[src/ssft_pkg.sv]
// Shared types, widths and constants for the saturated state-feedback torque block
`timescale 1ns / 1ps

package ssft_pkg;

  // Item and field widths
  localparam int ELEM_W   = 32;
  localparam int ELEMS    = 12;
  localparam int IN_W     = ELEM_W * ELEMS;
  localparam int TORQUE_W = 22;
  localparam int OUT_W    = 4 * TORQUE_W;
  localparam int GAIN_W   = 32;
  localparam int LANES    = 5;

  // Feature is ten times its value, Q16.16; 38 bits hold every sum of the geometry rows
  localparam int FEAT_W   = 38;
  localparam int FLO_W    = 19;
  localparam int FHI_W    = FEAT_W - FLO_W;
  localparam int PLO_W    = GAIN_W + FLO_W + 1;
  localparam int PHI_W    = GAIN_W + FHI_W;
  localparam int PROD_W   = GAIN_W + FEAT_W;
  localparam int PAIR_W   = PROD_W + 1;
  localparam int QUAD_W   = PROD_W + 2;
  localparam int SUM_W    = PROD_W + 3;

  // Clip window: anything at or beyond it rounds to at least the torque limit
  localparam int CLIP_W   = 41;
  localparam int MAG_W    = CLIP_W - 1;
  localparam int QIN_W    = 24;
  localparam int RECIP_W  = 24;
  localparam int RECIP_SH = 27;
  localparam int QOUT_W   = 21;

  localparam logic signed [CLIP_W-1:0] CLIP_MAX = CLIP_W'(64'sd858994114560);
  localparam logic signed [CLIP_W-1:0] CLIP_MIN = CLIP_W'(-64'sd858994114560);
  localparam logic [MAG_W-1:0]         ROUND_HALF = MAG_W'(327680);
  localparam logic [RECIP_W-1:0]       RECIP_TEN  = RECIP_W'(13421773);
  localparam logic [QOUT_W-1:0]        TORQUE_LIM = QOUT_W'(1310720);
  localparam logic signed [ELEM_W:0]   HALF_PI_Q16 = 33'sd102944;

  // Configuration register indexes
  localparam int IDX_W = 3;
  typedef enum logic [IDX_W-1:0] {
    REG_GAIN_A = 3'd0,
    REG_GAIN_B = 3'd1,
    REG_GAIN_C = 3'd2,
    REG_GAIN_D = 3'd3,
    REG_GAIN_E = 3'd4
  } reg_idx_t;

  localparam logic signed [GAIN_W-1:0] GAIN_RESET [LANES] = '{
    -32'sd47173665,
    -32'sd3008673,
    -32'sd35498295,
    32'sd64237339,
    -32'sd128349635
  };

  typedef logic signed [FEAT_W-1:0] feat_t;
  typedef logic signed [GAIN_W-1:0] gain_t;
  typedef logic signed [PROD_W-1:0] prod_t;

  // Load enables for the two lane stages
  typedef struct packed {
    logic mul_load;
    logic sum_load;
  } lane_ctl_t;

  // Load enables for the merge stages
  typedef struct packed {
    logic pair_load;
    logic quad_load;
    logic total_load;
    logic clip_load;
    logic round_load;
    logic div_load;
    logic out_load;
  } merge_ctl_t;

endpackage

[src/ssft_lane.sv]
// One multiply lane: exact gain times feature product from two half products
`timescale 1ns / 1ps

module ssft_lane (
  input  logic                clk,
  input  ssft_pkg::lane_ctl_t ctl,
  input  ssft_pkg::gain_t     gain,
  input  ssft_pkg::feat_t     feat,
  output ssft_pkg::prod_t     prod
);

  logic signed [ssft_pkg::PLO_W-1:0] part_lo;
  logic signed [ssft_pkg::PHI_W-1:0] part_hi;
  logic signed [ssft_pkg::FLO_W:0]   feat_lo;
  logic signed [ssft_pkg::FHI_W-1:0] feat_hi;

  // Split the feature: unsigned low half, signed high half
  assign feat_lo = $signed({1'b0, feat[ssft_pkg::FLO_W-1:0]});
  assign feat_hi = feat[ssft_pkg::FEAT_W-1:ssft_pkg::FLO_W];

  // Multiply both halves
  always_ff @(posedge clk) begin
    if (ctl.mul_load) begin
      part_lo <= ssft_pkg::PLO_W'(gain * feat_lo);
      part_hi <= ssft_pkg::PHI_W'(gain * feat_hi);
    end
  end

  // Recombine the halves into the full product
  always_ff @(posedge clk) begin
    if (ctl.sum_load) begin
      prod <= (ssft_pkg::PROD_W'(part_hi) <<< ssft_pkg::FLO_W) + ssft_pkg::PROD_W'(part_lo);
    end
  end

endmodule

[config.mk]
export PLATFORM = sky130hd
export DESIGN_NAME = ssft_lane
export DESIGN_NICKNAME = d
export VERILOG_FILES = /design/src/ssft_pkg.sv /design/src/ssft_lane.sv
export SDC_FILE = /design/constraint.sdc
export NUM_CORES = 2
export LEC_CHECK = 0
export ABC_AREA = 0
export BUFFER_PORTS_ARGS = -buffer_cell sky130_fd_sc_hd__buf_2
export CELL_PAD_IN_SITES_DETAIL_PLACEMENT = 0
export CELL_PAD_IN_SITES_GLOBAL_PLACEMENT = 1
export CORE_AREA = 2 2 264 371
export CTS_BUF_LIST = sky130_fd_sc_hd__clkbuf_8
export CTS_CLUSTER_SIZE = 16
export DETAILED_ROUTE_END_ITERATION = 10
export DIE_AREA = 0 0 266 373
export GPL_ROUTABILITY_DRIVEN = 0
export PLACE_DENSITY = 0.89
export SLEW_MARGIN = 20
export SYNTH_ARGS = -nofsm -noshare
export SYNTH_HDL_FRONTEND = slang
export SYNTH_SLANG_ARGS = --single-unit
[constraint.sdc]
create_clock -name clk -period 11.9 [get_ports clk]
set_input_delay 2.38 -clock clk [delete_from_list [all_inputs] [get_ports clk]]
set_output_delay 2.38 -clock clk [all_outputs]
set_load 0.02 [all_outputs]
Word-level counts from Yosys, hierarchy flattened
Cells that the tools add are included.
{ "totals": {"reg_bits": 173, "in_bits": 73, "output_inout_bits": 70, "wordCells": 6} }
{ "op_classes": {"n_addsub": 1, "mul": 2} }
{ "ops": {"columns": ["cell", "n"], "rows": [
  ["adder 70 x 52 -> 70 bit", 1],
  ["multiplier 32 x 20 -> 52 bit", 1],
  ["multiplier 32 x 19 -> 51 bit", 1]
]} }

Depth between registers and ports, before layout
{ "logic_depth": {"ltp_word": 1, "mapped_depth": 29, "depth_no_buf": 27} }

Worst setup path after synthesis
OpenSTA, ideal clock, no wires.
{ "synth_path": {"path_kind": "input -> register", "start": "in gain[15]", "end": "reg part_lo[50] (netlist name) (data pin)", "t_arrival_ns": 9.016, "slack_ns": 2.619, "path_stages": 27, "n_path_buf": 2, "path_cell_list": "clkbuf_1 clkbuf_1 nand2_1 fa_1 inv_1 fa_1 inv_1 fa_1 inv_1 fa_1 fa_1 fa_1 inv_1 fa_1 inv_1 ha_1 a21oi_1 o21bai_1 a211o_1 a221o_1 a31oi_1 nor4_1 a31oi_1 o21ai_0 a31oi_1 o21ai_0 xor2_1"} }
{ "synth_via": {"elab_chain_cells": 1} }
{ "synth_rtl": {"columns": ["element", "line_no", "text"], "rows": [
  ["start, declared", "ssft_lane.sv:7", "input ssft_pkg::gain_t gain,"],
  ["multiplier 32 x 20 -> 52 bit", "ssft_lane.sv:24", "part_lo <= ssft_pkg::PLO_W'(gain * feat_lo);"],
  ["end signal, assigned", "ssft_lane.sv:24", null],
  ["end, declared", "ssft_lane.sv:12", "logic signed [ssft_pkg::PLO_W-1:0] part_lo;"]
]} }
Every way passes these cells.
A chain may end at the register's enable or synchronous reset.

Worst setup path after layout
{ "layout_path": {"start": "in gain[7]", "end": "reg part_lo[50] (netlist name) (data pin)"} }
Same word-level chain as after synthesis.

==> impl_metrics.ini <==
[synthesis]
yosys_register_bits = 173
synth-seq-area-share = 0.103
synth_common_cells = fa_1 (1194), inv_1 (1175), and2_1 (676)
synth_edf_count = 173
synth_area_leaders = fa_1 (47%), edfxtp_1 (10%), inv_1 (8.7%)
ys_types = 62
synthArstFlopShare = 0
synth_top_area_share = 0.473
syn_area_per_cell_sq_um = 9.62
ys_warn_count = 0
yosysMostFrequentCell = fa_1
synth_cells = 5249
syn_area_sq_mm = 0.0505
syn_nets = 6839
synth_flop_cell = edfxtp_1
synth_area_leader_cell = fa_1

[worst_setup_path]
arrival_ps = 10770
regToRegEndpoint = prod[63]
r2r_cells = 15
worst-path-buf-inv = 6
end_kind = flip-flop
reg2reg_slack_ps = 7870
max_stage_delay_ps = 1070
start_kind = input port
crit-reg2reg-launch = part_lo[19]
cpMaxStageDelayCell = nor4_1
critical_path.top_delay_family = adder cells
critPathMostFrequentCell = fa_1
required_ps = 12220
worstSetupPathType = input port to flip-flop
cp_max_fo = 38

[floorplanning]
die_w_um = 266
die-area_sq_mm = 0.0992
coreArea_sq_mm = 0.0959
rows = 135
ios = 143
dieHeight_um = 373
start_util = 0.526

[timing]
min_period_over_period = 0.878
timing.hold.ws_ps = 427
finalHoldViolations = 0
worst_clock_skew_ps = 21.1
setup_slack_ps = 1450
tns_ps = 0
rsz0062_at_grt = no
relSlewSlack = 0.0929
worst_slew_pin_slew_ps = 1350
fmax_mhz = 95.7
slew_violations = 0
setup_viol = 0
min_period_ps = 10450

[clock_tree]
cts-resized-gates = 0
cts-root-buf = clkbuf_8
clk_pin_slew_ps = 100
clock-sinks = 173
clk_latency_ps = 580
cts_inserted_buffers = 17
ctsHtreeMaxLevel = 4
cts_setup_buffers = 0
cts_tree = built
ctsHoldBuffers = 0
clock_path_buffers = 2

[grt]
grt_pass1_wl_mm = 216
antenna_found_initial = 16
grt_overflow = 0
first_global_vias = 39500
grt_max_degree = 63
grt_usage = 0.286

[hold_path]
worstHoldStart = part_lo[9]
hold_end = prod[9]
whs_path_depth = 0
min_path_type = flip-flop to flip-flop

[final_layout]
multi_input_area_sq_mm = 0.0399
area_growth_pct = 3.89
nets = 6765
final_area_sq_mm = 0.0525
drive_above_1_share = 0.0422
n_fill_cell = 8576
final-seq-area_sq_mm = 0.00519

[routing]
routed-via-count = 36100
wl_mm = 136
ant_nets = 0
routedWlPerCell_um = 21.2
vias_per_cell = 5.61
firstDrtPassIters = 5
drt-initial-drc-count = 2182
drc = 0

[status]
outcome = finished, final reports clean

[place]
hpwl_mm = 107
placed_area_sq_mm = 0.0520
port_buffers = 142
pre_cts_ws_ps = 1170

[run]
drv_cap = 0
per-layer routing:
layer | global-route usage | up-vias | part of all wire
li1 | - | 15500 | -
met3 | 0.0394 | 522 | 0.058
met1 | 0.316 | 18800 | 0.34
met5 | 0 | - | 0.00035
met4 | 0.206 | 8 | 0.084
met2 | 0.504 | 1293 | 0.52
worst reg2reg max path, delay by kind of cell, from the launching register on:
| family | cells | cell delay [ps] |
|---|---|---|
| compound gates | 9 | 2590 |
| buf+inv | 3 | 300 |
| flops | 1 | 380 |
| xor+xnor | 1 | 110 |
| fa+ha+maj | 2 | 420 |
metrics by stage:
| stage | utilization | cells |
|---|---|---|
| 2_1_floorplan | - | 5249 |
| 3_3_place_gp | 0.542 | 6389 |
| 3_5_place_dp | 0.542 | 6389 |
| 4_1_cts | 0.547 | 6421 |
| 5_1_grt | 0.547 | 6425 |
| 6_report | 0.547 | 6428 |
logic make-up after synthesis:
group,after synthesis,synth area share
AOI/OAI and AO/OA,448,0.0566
DFF,173,0.103
adders and majority gates,1517,0.553
buffers and inverters,1447,0.108
xor gates and xnor gates,156,0.0271
and+or+nand+nor,1507,0.152
muxes,1,0.000198
layout make-up:
| cell class | count | share of cell area |
|---|---|---|
| multi-input combinational | 3629 | 0.760 |
| timing repair buffer | 178 | 0.0188 |
| tap | 1233 | 0.0294 |
| inverter | 1176 | 0.0841 |
| clock inverter | 15 | 0.00384 |
| clock buffer | 17 | 0.00446 |
| sequential | 173 | 0.0990 |
| antenna | 7 | 0.000334 |
worst max-delay path by stage:
stage	from	to	slack, ps	cells after the start
2_1_floorplan	gain[15]	part_lo[50]	2620	27
3_3_place_gp	gain[7]	part_lo[50]	1340	26
3_5_place_dp	gain[7]	part_lo[50]	1170	26
4_1_cts	gain[7]	part_lo[50]	1820	26
5_1_grt	gain[7]	part_lo[50]	1360	26
6_report	gain[7]	part_lo[50]	1450	26
layout by cell type (no fill, tap or decap), types with 83 or more instances in the layout:
cell type | synthesis | layout
a21o_1 | 83 | 83
a21oi_1 | 141 | 141
and2_1 | 676 | 676
buf_2 | 1 | 140
edfxtp_1 | 173 | 173
fa_1 | 1194 | 1194
ha_1 | 323 | 323
inv_1 | 1175 | 1175
nand2_1 | 593 | 592
nor2_1 | 88 | 88
xnor2_1 | 108 | 108
state kept, by name, summed over array words and instances, names as in the netlist:
register	count
part_lo	52
part_hi	51
prod	70
Power is not shown: default switching activity piles up to over one toggle a cycle in this logic, so the estimate is an artifact.
