--- config.mk ---
export PLATFORM = sky130hd
export DESIGN_NAME = ssft_feature
export DESIGN_NICKNAME = d
export VERILOG_FILES = /design/src/ssft_pkg.sv /design/src/ssft_feature.sv
export SDC_FILE = /design/constraint.sdc
export NUM_CORES = 2
export LEC_CHECK = 0
export ABC_AREA = 1
export BUFFER_PORTS_ARGS = -buffer_cell sky130_fd_sc_hd__buf_2
export CORE_MARGIN = 2
export CORE_UTILIZATION = 45
export DETAILED_ROUTE_END_ITERATION = 7
export HOLD_SLACK_MARGIN = 0.1
export PLACE_DENSITY = 0.68
export SLEW_MARGIN = 20
export SYNTH_ARGS = -nofsm -noshare
export SYNTH_HDL_FRONTEND = slang
export SYNTH_SLANG_ARGS = --single-unit
export TNS_END_PERCENT = 30
--- constraint.sdc ---
create_clock -name clk -period 8.3 [get_ports clk]
set_input_delay 0 -clock clk [delete_from_list [all_inputs] [get_ports clk]]
set_output_delay 0 -clock clk [all_outputs]
set_load 0.02 [all_outputs]
--- src/ssft_pkg.sv ---
// Shared types, widths and constants for the saturated state-feedback torque block
`timescale 1ns / 1ps

package ssft_pkg;

  // Item and field widths
  localparam int ELEM_W   = 32;
  localparam int ELEMS    = 12;
  localparam int IN_W     = ELEM_W * ELEMS;
  localparam int TORQUE_W = 22;
  localparam int OUT_W    = 4 * TORQUE_W;
  localparam int GAIN_W   = 32;
  localparam int LANES    = 5;

  // Feature is ten times its value, Q16.16; 38 bits hold every sum of the geometry rows
  localparam int FEAT_W   = 38;
  localparam int FLO_W    = 19;
  localparam int FHI_W    = FEAT_W - FLO_W;
  localparam int PLO_W    = GAIN_W + FLO_W + 1;
  localparam int PHI_W    = GAIN_W + FHI_W;
  localparam int PROD_W   = GAIN_W + FEAT_W;
  localparam int PAIR_W   = PROD_W + 1;
  localparam int QUAD_W   = PROD_W + 2;
  localparam int SUM_W    = PROD_W + 3;

  // Clip window: anything at or beyond it rounds to at least the torque limit
  localparam int CLIP_W   = 41;
  localparam int MAG_W    = CLIP_W - 1;
  localparam int QIN_W    = 24;
  localparam int RECIP_W  = 24;
  localparam int RECIP_SH = 27;
  localparam int QOUT_W   = 21;

  localparam logic signed [CLIP_W-1:0] CLIP_MAX = CLIP_W'(64'sd858994114560);
  localparam logic signed [CLIP_W-1:0] CLIP_MIN = CLIP_W'(-64'sd858994114560);
  localparam logic [MAG_W-1:0]         ROUND_HALF = MAG_W'(327680);
  localparam logic [RECIP_W-1:0]       RECIP_TEN  = RECIP_W'(13421773);
  localparam logic [QOUT_W-1:0]        TORQUE_LIM = QOUT_W'(1310720);
  localparam logic signed [ELEM_W:0]   HALF_PI_Q16 = 33'sd102944;

  // Configuration register indexes
  localparam int IDX_W = 3;
  typedef enum logic [IDX_W-1:0] {
    REG_GAIN_A = 3'd0,
    REG_GAIN_B = 3'd1,
    REG_GAIN_C = 3'd2,
    REG_GAIN_D = 3'd3,
    REG_GAIN_E = 3'd4
  } reg_idx_t;

  localparam logic signed [GAIN_W-1:0] GAIN_RESET [LANES] = '{
    -32'sd47173665,
    -32'sd3008673,
    -32'sd35498295,
    32'sd64237339,
    -32'sd128349635
  };

  typedef logic signed [FEAT_W-1:0] feat_t;
  typedef logic signed [GAIN_W-1:0] gain_t;
  typedef logic signed [PROD_W-1:0] prod_t;

  // Load enables for the two lane stages
  typedef struct packed {
    logic mul_load;
    logic sum_load;
  } lane_ctl_t;

  // Load enables for the merge stages
  typedef struct packed {
    logic pair_load;
    logic quad_load;
    logic total_load;
    logic clip_load;
    logic round_load;
    logic div_load;
    logic out_load;
  } merge_ctl_t;

endpackage

--- src/ssft_feature.sv ---
// Geometry rows: forms the five feedback features from one state item
`timescale 1ns / 1ps

module ssft_feature (
  input  logic                     clk,
  input  logic                     load,
  input  logic [ssft_pkg::IN_W-1:0] state,
  output ssft_pkg::feat_t          feat [ssft_pkg::LANES]
);

  logic signed [ssft_pkg::ELEM_W-1:0] ang [6];
  logic signed [ssft_pkg::ELEM_W-1:0] rte [6];
  logic signed [ssft_pkg::ELEM_W:0]   a4_dev;
  ssft_pkg::feat_t                    feat_next [ssft_pkg::LANES];

  // Unpack angles and rates
  always_comb begin
    for (int k = 0; k < 6; k++) begin
      ang[k] = state[k*ssft_pkg::ELEM_W +: ssft_pkg::ELEM_W];
      rte[k] = state[(k+6)*ssft_pkg::ELEM_W +: ssft_pkg::ELEM_W];
    end
  end

  // Remove the equilibrium of angle 4
  assign a4_dev = 33'(ang[4]) - ssft_pkg::HALF_PI_Q16;

  // Weighted sums at ten times scale
  always_comb begin
    feat_next[0] = -((ssft_pkg::FEAT_W'(ang[0]) * 38'sd12) +
                     (ssft_pkg::FEAT_W'(ang[1]) * 38'sd11) +
                     (ssft_pkg::FEAT_W'(ang[2]) * 38'sd11) +
                     ssft_pkg::FEAT_W'(a4_dev));
    feat_next[1] = -((ssft_pkg::FEAT_W'(rte[0]) * 38'sd12) +
                     (ssft_pkg::FEAT_W'(rte[1]) * 38'sd11) +
                     (ssft_pkg::FEAT_W'(rte[2]) * 38'sd11) +
                     ssft_pkg::FEAT_W'(rte[4]));
    feat_next[2] = ssft_pkg::FEAT_W'(ang[3]) * 38'sd10;
    feat_next[3] = ssft_pkg::FEAT_W'(rte[3]) * 38'sd10;
    feat_next[4] = (ssft_pkg::FEAT_W'(ang[0]) + ssft_pkg::FEAT_W'(ang[1])) * 38'sd10;
  end

  // Hold features for the lanes
  always_ff @(posedge clk) begin
    if (load) begin
      for (int k = 0; k < ssft_pkg::LANES; k++) begin
        feat[k] <= feat_next[k];
      end
    end
  end

endmodule

### Word-level counts from Yosys, hierarchy flattened

Cells that the tools add are included.

* add/subtract/negate cells: 10
* multipliers: 9

Operator list (number)
* $mul A32 B5 Y37 const B: 4
* $add A37 B37 Y38: 2
* $add A38 B37 Y38: 2
* $neg A38 Y38: 2
* $mul A32 B4 Y36 const B: 2
* $mul A32 B3 Y35 const B: 2
* $add A38 B32 Y38: 1
* $add A38 B33 Y38: 1
* $mul A33 B4 Y37 const B: 1
* $add A32 B32 Y33: 1
* $sub A32 B18 Y33 const B: 1

* flip-flop bits (word level): 187
* input bits: 386
* output and inout port bits: 190
* logic and storage cells: 24

### Longest topological paths before layout

* word-level depth: 5
* gate-level depth with buffers: 35
* gate-level depth less buffers: 35

### Least setup slack after synthesis

Ideal clock, no wire load.

* path type: input to register
* from: in state[193] (netlist bit)
* to: reg feat[151] (netlist bit), data pin
* setup time: 0.252 ns
* arrival time: 5.609 ns
* required time: 8.048 ns
* setup slack: 2.438 ns
* stages: 30
* path buffers: 0
* cell sequence: ha_1 > ha_1 > fa_1 > nand2_1 > nand2_1 > and2_4 > nand2_2 > nand2_4 > nand2_2 > nand2_2 > nand3_1 > nand2_1 > nand2_1 > nand2_1 > ha_1 > fa_1 > fa_1 > fa_1 > fa_1 > fa_1 > inv_1 > ha_1 > inv_1 > o21ai_0 > o21ai_0 > nand3_1 > nor2_1 > nand2_1 > nand2_1 > nand2_1

RTL lines
* start, declared: line ssft_feature.sv:7 `input logic [ssft_pkg::IN_W-1:0] state,`
* end signal, assigned by index: line ssft_feature.sv:46 `feat[k] <= feat_next[k];`
* end, declared: line ssft_feature.sv:8 `output ssft_pkg::feat_t feat [ssft_pkg::LANES]`

==> flow_summary_export.csv <==
group,metric,value,unit
drt,ant_nets,0,
drt,drt_iter0_drc,2249,
sta,fin_crit,7.043,ns
sta,setup_viol,0,
worst_setup_path,slowest_stage,"dlygate4sd3_1",
drt,dr.pass1.iters,6,
cts,post_cts_buffers,0,
cts,htreeDepth,4,
placement,portBuffers,508,
drt,avgViaCountPerCell,5.059,
floorplanning,rows,108,
yosys,synthCells,5047,
sta,whs,0.06902,ns
cts,cts_made_buffers,17,
floorplanning,ios,576,
yosys,synthDistinctLibCells,46,
layout,synthToLayoutAreaGrowth,12.49,%
placement,dp_hpwl,104700,um
sta,finalSetupTns,0,ns
worst_setup_path,crit_top_cell,"nand2_1",
worst_setup_path,crit_buf_inv,7,
worst_setup_path,cp.required,8.59,ns
cts,clock_sinks,185,
cts,clkTransAtPathRegs,0.09,ns
yosys,yosysWarnings,0,
sta,tightest_slew,0.9743,ns
cts,cts.path.max_buffers,2,
worst_setup_path,slowest_delay,0.55,ns
floorplanning,start_util,0.4548,
layout,top_regs,"feat: 185 flops",
sta,slew_violations,0,
layout,utilization,0.5115,
flow_run,cap_violations,0,
sta,rsz0062_at_grt,"no",
sta,post-route-period-util,0.8486,
drt,vias,34370,
layout,fin_nets,7139,
sta,fmax,142.0,MHz
yosys,synth.avg_cell_area,7.841,sq um
cts,cts-root-buf,"clkbuf_16",
layout,top_register,"feat",
layout,drive_above_1_share,0.1128,
worst_setup_path,cp-start-kind,"input port",
sta,hold_violations,0,
yosys,yosysSeqAreaShare,0.1404,
cts,cts_tree,"built",
floorplanning,fp.dieW,300.6,um
yosys,synth_area,0.03957,sq mm
layout,mostFrequentLayoutCells,"inv_1, nand2_1, ha_1",
grt,antenna_found_initial,37,
status,status,"finished, final reports clean",
worst_setup_path,worstSetupPathType,"input port to flip-flop",
floorplanning,core_area,0.08702,sq mm
yosys,synth_ff_type,"edfxtp_1",
layout,fin_area,0.04452,sq mm
worst_setup_path,crit_family,"adder cells",
floorplanning,die_h,300.6,um
worst_setup_path,end_kind,"flip-flop",
grt,grt_usage,0.2602,
worst_setup_path,crit_fanout,5,
floorplanning,dieArea,0.09033,sq mm
grt,grt_pass1_vias,34050,
hold_path,holdCritPathClass,"input port to flip-flop",
drt,wirelength,116500,um
layout,final_common_cell,"inv_1",
placement,dpl_cell_area,0.04355,sq mm
yosys,ys_async_sr_fraction,0,
drt,routedWlPerCell,17.14,um
drt,drc_errors,0,
grt,overflow,0,
worst_setup_path,arrival,7.33,ns
grt,grt_start_max_net_pins,74,
sta,timing.slew.headroom,0.3504,
layout,largest_reg_flops,185,
yosys,synth-edff-count,185,
yosys,ys_seq_elements,185,
grt,grt_pass1_wl,182300,um
placement,place.gp.congestion,0.9602,
-- cells in the mapped netlist (3+ instances only) --
library cell / number / area [sq um]
a21o_1: 29 / 217.7
a21oi_1: 303 / 1516
a21oi_2: 7 / 61.31
a22oi_1: 3 / 22.52
a31oi_1: 7 / 43.79
and3_1: 3 / 18.77
buf_4: 6 / 45.04
edfxtp_1: 185 / 5555
fa_1: 400 / 8008
ha_1: 755 / 9447
inv_1: 1141 / 4283
inv_2: 6 / 22.52
nand2_1: 1064 / 3994
nand2_2: 33 / 206.5
nand2_4: 4 / 45.04
nand3_1: 214 / 1071
nand3_2: 5 / 50.05
nand3b_1: 6 / 45.04
nand4_1: 38 / 237.7
nor2_1: 364 / 1366
nor2_2: 14 / 87.58
nor3_1: 38 / 190.2
nor3_2: 8 / 80.08
nor4_1: 4 / 25.02
o21a_1: 27 / 202.7
o21ai_0: 141 / 705.7
o21ai_1: 8 / 40.04
o21ai_2: 6 / 52.55
o21bai_1: 28 / 210.2
o22ai_1: 3 / 18.77
or2_1: 9 / 56.30
xnor2_1: 35 / 306.5
xor2_1: 136 / 1191
-- cell type report --
| cell class | instances | area, sq um |
|---|---|---|
| inverter | 1147 | 4305 |
| sequential | 185 | 5555 |
| clock inverter | 15 | 211.5 |
| multi-input combinational | 3711 | 29680 |
| tap | 1155 | 1445 |
| antenna | 28 | 70.07 |
| fill | 8644 | 42510 |
| timing repair buffer | 536 | 2826 |
| clock buffer | 17 | 425.4 |
-- layer usage --
layer	track usage	vias up	wire (um)
met5	0	-	91
met3	0.03088	147	5973
met4	0.08067	18	3213
met2	0.4395	867	55430
li1	-	17150	-
met1	0.3484	16190	51740
-- cell families (layout without fill, tap and decap cells) --
family / after synthesis / count (layout) / share of synthesized area
and+or+nand+nor: 1811 / 1811 / 0.1904
DFF: 185 / 185 / 0.1404
AOI/OAI and AO/OA: 569 / 569 / 0.07980
muxes: 2 / 2 / 0.0005059
other: 1 / 31 / 0.00009476
buffers and inverters: 1153 / 1715 / 0.1099
xor gates and xnor gates: 171 / 171 / 0.03784
adders and majority gates: 1155 / 1155 / 0.4411
-- path summary, 6_finish.rpt --
kind | from | end | slack, ns | depth (start not counted)
max | state[1] | feat[181]$_DFFE_PP_ | 1.26 | 32
min | load | feat[179]$_DFFE_PP_ | 0.07 | 1
-- what timing repair did --
item,CTS,global route
hold buffers,26,0
endpoints found under the hold margin,26,0
gates resized for setup,0,0
-- stage by stage --
step	setup slack [ns]	instances
6_report	1.257	6794
5_1_grt	1.073	6780
4_1_cts	1.453	6766
3_5_place_dp	1.440	6708
3_3_place_gp	1.493	6708
2_1_floorplan	2.438	5049
Power is left out: the tool's default activity adds up to more than one toggle a clock period on the data nets, which glitch-free logic cannot reach.
