File: config.mk
export PLATFORM = sky130hd
export DESIGN_NAME = ssft_merge
export DESIGN_NICKNAME = d
export VERILOG_FILES = /design/src/ssft_pkg.sv /design/src/ssft_merge.sv
export SDC_FILE = /design/constraint.sdc
export NUM_CORES = 2
export LEC_CHECK = 0
export BUFFER_PORTS_ARGS = -buffer_cell sky130_fd_sc_hd__buf_2
export CAP_MARGIN = 25
export CORE_ASPECT_RATIO = 0.7
export CORE_UTILIZATION = 45
export CTS_CLUSTER_DIAMETER = 150
export CTS_CLUSTER_SIZE = 28
export DETAILED_ROUTE_END_ITERATION = 8
export HOLD_SLACK_MARGIN = 0.1
export MAX_ROUTING_LAYER = met4
export PLACE_DENSITY_LB_ADDON = 0.25
export SETUP_SLACK_MARGIN = 0.5
export SLEW_MARGIN = 25
export SYNTH_ARGS = -nofsm -noshare
export SYNTH_HDL_FRONTEND = slang
export SYNTH_SLANG_ARGS = --single-unit
File: constraint.sdc
create_clock -name clk -period 7.4 [get_ports clk]
set_clock_uncertainty 0.15 [all_clocks]
set_input_delay 0 -clock clk [delete_from_list [all_inputs] [get_ports clk]]
set_output_delay 0 -clock clk [all_outputs]
set_load 0.02 [all_outputs]
File: src/ssft_pkg.sv
// Shared types, widths and constants for the saturated state-feedback torque block
`timescale 1ns / 1ps

package ssft_pkg;

  // Item and field widths
  localparam int ELEM_W   = 32;
  localparam int ELEMS    = 12;
  localparam int IN_W     = ELEM_W * ELEMS;
  localparam int TORQUE_W = 22;
  localparam int OUT_W    = 4 * TORQUE_W;
  localparam int GAIN_W   = 32;
  localparam int LANES    = 5;

  // Feature is ten times its value, Q16.16; 38 bits hold every sum of the geometry rows
  localparam int FEAT_W   = 38;
  localparam int FLO_W    = 19;
  localparam int FHI_W    = FEAT_W - FLO_W;
  localparam int PLO_W    = GAIN_W + FLO_W + 1;
  localparam int PHI_W    = GAIN_W + FHI_W;
  localparam int PROD_W   = GAIN_W + FEAT_W;
  localparam int PAIR_W   = PROD_W + 1;
  localparam int QUAD_W   = PROD_W + 2;
  localparam int SUM_W    = PROD_W + 3;

  // Clip window: anything at or beyond it rounds to at least the torque limit
  localparam int CLIP_W   = 41;
  localparam int MAG_W    = CLIP_W - 1;
  localparam int QIN_W    = 24;
  localparam int RECIP_W  = 24;
  localparam int RECIP_SH = 27;
  localparam int QOUT_W   = 21;

  localparam logic signed [CLIP_W-1:0] CLIP_MAX = CLIP_W'(64'sd858994114560);
  localparam logic signed [CLIP_W-1:0] CLIP_MIN = CLIP_W'(-64'sd858994114560);
  localparam logic [MAG_W-1:0]         ROUND_HALF = MAG_W'(327680);
  localparam logic [RECIP_W-1:0]       RECIP_TEN  = RECIP_W'(13421773);
  localparam logic [QOUT_W-1:0]        TORQUE_LIM = QOUT_W'(1310720);
  localparam logic signed [ELEM_W:0]   HALF_PI_Q16 = 33'sd102944;

  // Configuration register indexes
  localparam int IDX_W = 3;
  typedef enum logic [IDX_W-1:0] {
    REG_GAIN_A = 3'd0,
    REG_GAIN_B = 3'd1,
    REG_GAIN_C = 3'd2,
    REG_GAIN_D = 3'd3,
    REG_GAIN_E = 3'd4
  } reg_idx_t;

  localparam logic signed [GAIN_W-1:0] GAIN_RESET [LANES] = '{
    -32'sd47173665,
    -32'sd3008673,
    -32'sd35498295,
    32'sd64237339,
    -32'sd128349635
  };

  typedef logic signed [FEAT_W-1:0] feat_t;
  typedef logic signed [GAIN_W-1:0] gain_t;
  typedef logic signed [PROD_W-1:0] prod_t;

  // Load enables for the two lane stages
  typedef struct packed {
    logic mul_load;
    logic sum_load;
  } lane_ctl_t;

  // Load enables for the merge stages
  typedef struct packed {
    logic pair_load;
    logic quad_load;
    logic total_load;
    logic clip_load;
    logic round_load;
    logic div_load;
    logic out_load;
  } merge_ctl_t;

endpackage

File: src/ssft_merge.sv
// Merge: sums the lane products, rounds to Q16.16, clamps and forms the torques
`timescale 1ns / 1ps

module ssft_merge (
  input  logic                                 clk,
  input  ssft_pkg::merge_ctl_t                 ctl,
  input  ssft_pkg::prod_t                      prod [ssft_pkg::LANES],
  output logic signed [ssft_pkg::TORQUE_W-1:0] torque_neg,
  output logic signed [ssft_pkg::TORQUE_W-1:0] torque_pos
);

  logic signed [ssft_pkg::PAIR_W-1:0] pair_a, pair_b;
  logic signed [ssft_pkg::PROD_W-1:0] tail_a, tail_b;
  logic signed [ssft_pkg::QUAD_W-1:0] quad;
  logic signed [ssft_pkg::SUM_W-1:0]  total;
  logic signed [ssft_pkg::CLIP_W-1:0] clip, clip_next;
  logic [ssft_pkg::MAG_W-1:0]         mag;
  logic [ssft_pkg::QIN_W-1:0]         quo_in;
  logic                               neg_r, neg_d;
  logic [ssft_pkg::QIN_W+ssft_pkg::RECIP_W-1:0] recip_prod;
  logic [ssft_pkg::QOUT_W-1:0]        quo, quo_sat;
  logic signed [ssft_pkg::TORQUE_W-1:0] s_val;

  // Add pairs of lanes, carry the odd lane along
  always_ff @(posedge clk) begin
    if (ctl.pair_load) begin
      pair_a <= ssft_pkg::PAIR_W'(prod[0]) + ssft_pkg::PAIR_W'(prod[1]);
      pair_b <= ssft_pkg::PAIR_W'(prod[2]) + ssft_pkg::PAIR_W'(prod[3]);
      tail_a <= prod[4];
    end
  end

  always_ff @(posedge clk) begin
    if (ctl.quad_load) begin
      quad   <= ssft_pkg::QUAD_W'(pair_a) + ssft_pkg::QUAD_W'(pair_b);
      tail_b <= tail_a;
    end
  end

  always_ff @(posedge clk) begin
    if (ctl.total_load) begin
      total <= ssft_pkg::SUM_W'(quad) + ssft_pkg::SUM_W'(tail_b);
    end
  end

  // Clip the exact sum to the window that still rounds inside the limit
  always_comb begin
    if (total > ssft_pkg::SUM_W'(ssft_pkg::CLIP_MAX)) begin
      clip_next = ssft_pkg::CLIP_MAX;
    end else if (total < ssft_pkg::SUM_W'(ssft_pkg::CLIP_MIN)) begin
      clip_next = ssft_pkg::CLIP_MIN;
    end else begin
      clip_next = total[ssft_pkg::CLIP_W-1:0];
    end
  end

  always_ff @(posedge clk) begin
    if (ctl.clip_load) begin
      clip <= clip_next;
    end
  end

  // Round half away from zero on the magnitude, drop the 2^16 part
  assign mag = clip[ssft_pkg::CLIP_W-1] ? ssft_pkg::MAG_W'(-clip) : ssft_pkg::MAG_W'(clip);

  always_ff @(posedge clk) begin
    if (ctl.round_load) begin
      quo_in <= ssft_pkg::QIN_W'((mag + ssft_pkg::ROUND_HALF) >> 16);
      neg_r  <= clip[ssft_pkg::CLIP_W-1];
    end
  end

  // Divide by ten through the reciprocal
  assign recip_prod = ssft_pkg::QIN_W'(quo_in) * ssft_pkg::RECIP_TEN;

  always_ff @(posedge clk) begin
    if (ctl.div_load) begin
      quo   <= ssft_pkg::QOUT_W'(recip_prod >> ssft_pkg::RECIP_SH);
      neg_d <= neg_r;
    end
  end

  // Clamp to the torque limit and apply the sign
  assign quo_sat = (quo > ssft_pkg::TORQUE_LIM) ? ssft_pkg::TORQUE_LIM : quo;
  assign s_val   = neg_d ? -$signed(ssft_pkg::TORQUE_W'(quo_sat))
                         : $signed(ssft_pkg::TORQUE_W'(quo_sat));

  always_ff @(posedge clk) begin
    if (ctl.out_load) begin
      torque_pos <= s_val;
      torque_neg <= -s_val;
    end
  end

endmodule

# --- Yosys cells after proc, flatten, opt, wreduce, memory -nomap -nowiden ---
# Index checks and enable logic that the tools add are counted.
classes:
  n_addsub: 8
  n_mul: 1
  n_lt_le_gt_ge: 3
  mux: 4
  reduce_logical: 1
op_table:
  columns: ["operator", "n"]
  rows:
  - ["adder 70 x 70 -> 71 bit", 2]
  - ["adder 72 x 70 -> 73 bit", 1]
  - ["greater-than comparator 73 x 41 -> 1 bit, second input constant", 1]
  - ["less-than comparator 73 x 41 -> 1 bit, second input constant", 1]
  - ["adder 71 x 71 -> 72 bit", 1]
  - ["multiplier 24 x 24 -> 48 bit, second input constant", 1]
  - ["two-way mux 41 bit", 1]
  - ["adder 40 x 19 -> 40 bit, second input constant", 1]
  - ["two-way mux 40 bit", 1]
  - ["negation 40 bit", 1]
  - ["two-way mux 22 bit", 1]
  - ["negation 21 -> 22 bit", 1]
  - ["negation 22 bit", 1]
  - ["greater-than comparator 21 bit, second input constant", 1]
  - ["two-way mux 21 bit", 1]
  - ["OR reduction 2 bit", 1]
word_totals:
  ff_bits: 559
  inputBits: 358
  output_inout_bits: 44
  elab_cells: 31

# --- Depth between registers and ports, before layout ---
depth:
  word_depth: 5
  ltp_mapped: 25
  ltp_nobuf: 25

# --- Worst setup path before layout ---
# OpenSTA, ideal clock, no wires.
synth_timing:
  path_type: "reg2reg"
  startpoint: "register quo_in[11] (netlist name)"
  endpoint: "register quo[14] (netlist name) (data pin)"
  t_arrival_ns: 6.382
  path_slack_ns: 0.608
  path_stages_with_launch: 23
  n_path_buf: 0
  cell_sequence: "edfxtp_1 -> ha_1 -> fa_1 -> inv_1 -> fa_1 -> fa_1 -> inv_1 -> fa_1 -> fa_1 -> inv_1 -> fa_1 -> inv_1 -> ha_1 -> a21o_1 -> a211oi_1 -> o21ai_0 -> a21o_1 -> o2111ai_1 -> o211ai_1 -> a211o_1 -> a31o_2 -> a21oi_1 -> xnor2_1"
synth_via:
  elab_chain_cells: 1
synth_rtl:
  columns: ["item", "line", "rtl"]
  rows:
  - ["from (decl)", "ssft_merge.sv:18", "logic [ssft_pkg::QIN_W-1:0] quo_in;"]
  - ["from (signal assigned)", "ssft_merge.sv:68", "quo_in <= ssft_pkg::QIN_W'((mag + ssft_pkg::ROUND_HALF) >> 16);"]
  - ["multiplier 24 x 24 -> 48 bit", "ssft_merge.sv:74", "assign recip_prod = ssft_pkg::QIN_W'(quo_in) * ssft_pkg::RECIP_TEN;"]
  - ["via recip_prod, one bit", "ssft_merge.sv:20", "logic [ssft_pkg::QIN_W+ssft_pkg::RECIP_W-1:0] recip_prod;"]
  - ["to (signal assigned)", "ssft_merge.sv:78", "quo <= ssft_pkg::QOUT_W'(recip_prod >> ssft_pkg::RECIP_SH);"]
  - ["to (decl)", "ssft_merge.sv:21", "logic [ssft_pkg::QOUT_W-1:0] quo, quo_sat;"]
# The timed path passes the listed nets, and every way through them passes these cells.
# A chain may end at the register's enable or synchronous reset.

# --- Worst setup path after layout ---
layout_timing:
  startpoint: "register quo_in[19] (netlist name)"
  endpoint: "register quo[14] (netlist name) (data pin)"
# Same word-level chain as after synthesis.

==> impl_metrics.py <==
metrics = {
    "grt": {
        "grt_usage_pct": 25.0,
        "antenna_found_initial": 3,
        "grt_overflow": 0,
        "grt_pass1_vias": 37900,
        "grt_pass1_wl_um": 203000,
        "grt_max_degree": 79,
    },
    "critical_path": {
        "r2r_slack_ns": 0.57,
        "cp-start-kind": "flop",
        "path_class": "reg -> reg",
        "r2r_start": "quo_in[19]",
        "reg2reg_depth": 22,
        "critical_path_required_ns": 7.65,
        "critPathMaxFanout": 4,
        "end_kind": "flop",
        "reg2reg_to": "quo[14]",
        "worstPathArrival_ns": 7.07,
    },
    "clock_tree": {
        "clk_latency_ns": 0.64,
        "clk_pin_slew_worst_paths_ns": 0.12,
        "clock-root-buffer": "clkbuf_16",
        "clockBufferDepth": 3,
        "tritoncts": "done",
        "numClockSinks": 558,
        "cts_buffers": 25,
        "htree_levels": 1,
    },
    "finish": {
        "final_nets": 6651,
        "final_common_cell": "dlygate4sd3_1",
        "final_cell_mix": "dlygate4sd3_1 (565), edfxtp_1 (558), ha_1 (516)",
        "drive_above_1_share_pct": 11.6,
        "fill_cells": 8894,
        "postLayoutCoreUtil_pct": 56.0,
        "area_growth_pct": 23.2,
        "final_cells": 6885,
        "design_area_sq_mm": 0.0573,
    },
    "placed_design": {
        "placed_cells": 6235,
        "placed_cell_area_sq_mm": 0.0500,
        "numPortBuffers": 401,
        "place_congestion": 0.951,
        "post-dp-hpwl_um": 101000,
    },
    "synth": {
        "synthArstFlopShare_pct": 0,
        "netlist_instances": 4587,
        "synthTopCellsByArea": "edfxtp_1 (36%), ha_1 (15%), fa_1 (9.1%), a21oi_1 (4.0%), xnor2_1 (4.0%)",
        "synth_fp_nets": 5707,
        "synth-edff-count": 558,
        "synth_top_cell_area_share_pct": 36.0,
        "syn_avg_cell_area_sq_um": 10.1,
        "ys_seq_area_share_pct": 36.0,
        "synth_flop_cell": "edfxtp_1",
        "synth_top_area_cell": "edfxtp_1",
        "netlist_area_sq_mm": 0.0465,
        "yosysWarnings": 0,
        "synth-seq-cells": 558,
        "ys_types": 90,
    },
    "routing": {
        "drc": 0,
        "vias": 38000,
        "drt_iter0_markers": 2627,
        "postRouteAntennaNets": 0,
        "first_pass_iters": 8,
        "drt_wl_total_um": 129000,
        "detail_route.vias_per_cell": 5.53,
        "wl_per_cell_um": 18.7,
    },
    "sta": {
        "finalSetupTns_ns": 0,
        "final-hold-violation-count": 0,
        "timing.final.crit_period_ns": 6.83,
        "fmax_mhz": 146,
        "slew_headroom_pct": 32.2,
        "setup_violations": 0,
        "period_share_pct": 92.3,
        "tightest_slew_ns": 1.01,
        "slew_viol_final": 0,
        "rsz0062_at_grt": "true",
    },
    "die": {
        "rows": 98,
        "start_util_pct": 45.5,
        "core_sq_mm": 0.102,
        "fp.dieW_um": 386,
        "io_pins": 402,
        "die_height_um": 271,
        "dieArea_sq_mm": 0.105,
    },
    "hold_path": {
        "whs_path_depth": 6,
        "worstHoldPathType": "in -> reg",
        "min_from": "prod[246]",
        "hold_end": "pair_a[39]",
    },
    "status": {
        "status": "complete, no violations",
    },
    "job": {
        "max_cap_violations": 0,
    },
}
[routing by layer]
| metal | routed length [um] | GRT usage [%] | up-vias |
|---|---|---|---|
| li1 | - | - | 18500 |
| met1 | 60800 | 35.2 | 18200 |
| met2 | 58300 | 39.1 | 1201 |
| met3 | 6900 | 2.32 | 176 |
| met4 | 2950 | 5.30 | 0 |
| met5 | 0 | - | - |
[kinds of logic (layout without fill, tap and decap cells)]
| family | count (synthesis) | after routing | synth area share (%) |
|---|---|---|---|
| flops | 558 | 558 | 36.0 |
| other cells | 0 | 2 | 0 |
| simple gates | 1093 | 1093 | 11.6 |
| xor+xnor | 363 | 363 | 6.85 |
| mux | 7 | 7 | 0.156 |
| fa+ha+maj | 762 | 762 | 23.9 |
| buf+inv | 600 | 1546 | 4.86 |
| compound gates | 1204 | 1204 | 16.6 |
[layout make-up]
type                       count  area, sq um  area share [%]
antenna                        2         5.00         0.00874
clock buffer                  25          626            1.09
clock inverter                 4         86.3           0.151
inverter                     458         1720            3.00
multi-input combinational   3429        28000            48.8
sequential                   558        16800            29.3
tap                         1350         1690            2.95
timing repair buffer        1059         8420            14.7
[sequential cells by signal, summed over array words and instances, names as in the netlist, 21 cells and up]
name / cells
tail_b: 70
torque_pos: 21
torque_neg: 22
quad: 72
quo_in: 24
total: 73
tail_a: 70
pair_b: 71
clip: 41
pair_a: 71
quo: 21
[Yosys cell counts (9+ instances only)]
cell type	count
a2111oi_0	15
a211o_1	11
a211oi_1	28
a21boi_0	22
a21o_1	186
a21oi_1	375
a221oi_1	10
a31o_2	9
a31oi_1	48
a41oi_1	10
and2_1	48
and3_1	38
and4_1	17
clkbuf_1	137
edfxtp_1	558
fa_1	212
ha_1	550
inv_1	457
nand2_1	311
nand2b_1	34
nand3_1	95
nand4_1	88
nor2_1	257
nor2b_1	31
nor3_1	51
nor4_1	39
o2111ai_1	9
o211ai_1	24
o21a_1	40
o21ai_0	228
o21bai_1	51
o221ai_1	11
o22ai_1	9
o31a_1	12
o31ai_1	25
or2_2	13
or3_1	23
or4_1	11
xnor2_1	213
xor2_1	149
[worst max path at each step]
stage,from,to
after floorplan,quo_in[11],quo[14]
after global placement,quo_in[16],quo[17]
after detailed placement,quo_in[16],quo[17]
after CTS,quo_in[12],quo[14]
after global routing,quo_in[17],quo[14]
final,quo_in[19],quo[14]
[per-stage QoR]
stage                     hold slack [ns]  worst slack, ns
after detailed placement           0.0281            0.124
after global placement             0.0275            0.231
after floorplan                   -0.0511            0.608
final                               0.159            0.573
after CTS                           0.105            0.501
after global routing                0.183            0.307
[worst max-delay path, stage by stage, from the launching register on]
cell and delay, ns:
edfxtp_1 0.56, ha_4 0.33, inv_1 0.08, fa_1 0.52, fa_1 0.52, inv_1 0.06
fa_1 0.52, fa_1 0.44, fa_1 0.52, fa_1 0.49, ha_1 0.36, a21o_1 0.19
a21oi_2 0.15, nand2b_1 0.08, a21o_1 0.17, o2111ai_2 0.18, buf_4 0.15, o211ai_1 0.20
buf_4 0.20, a211o_1 0.27, a31o_4 0.23, a21oi_2 0.13, xnor2_1 0.08
[what timing repair did]
item,in CTS,in global routing
pin swaps,9,83
resized for setup,19,73
setup buffers,20,33
hold buffers,565,0
endpoints found under the setup margin,10,14
endpoints found under the hold margin,551,0
Power is left out: the tool's default activity adds up to more than one toggle a clock period on the data nets, which glitch-free logic cannot reach.
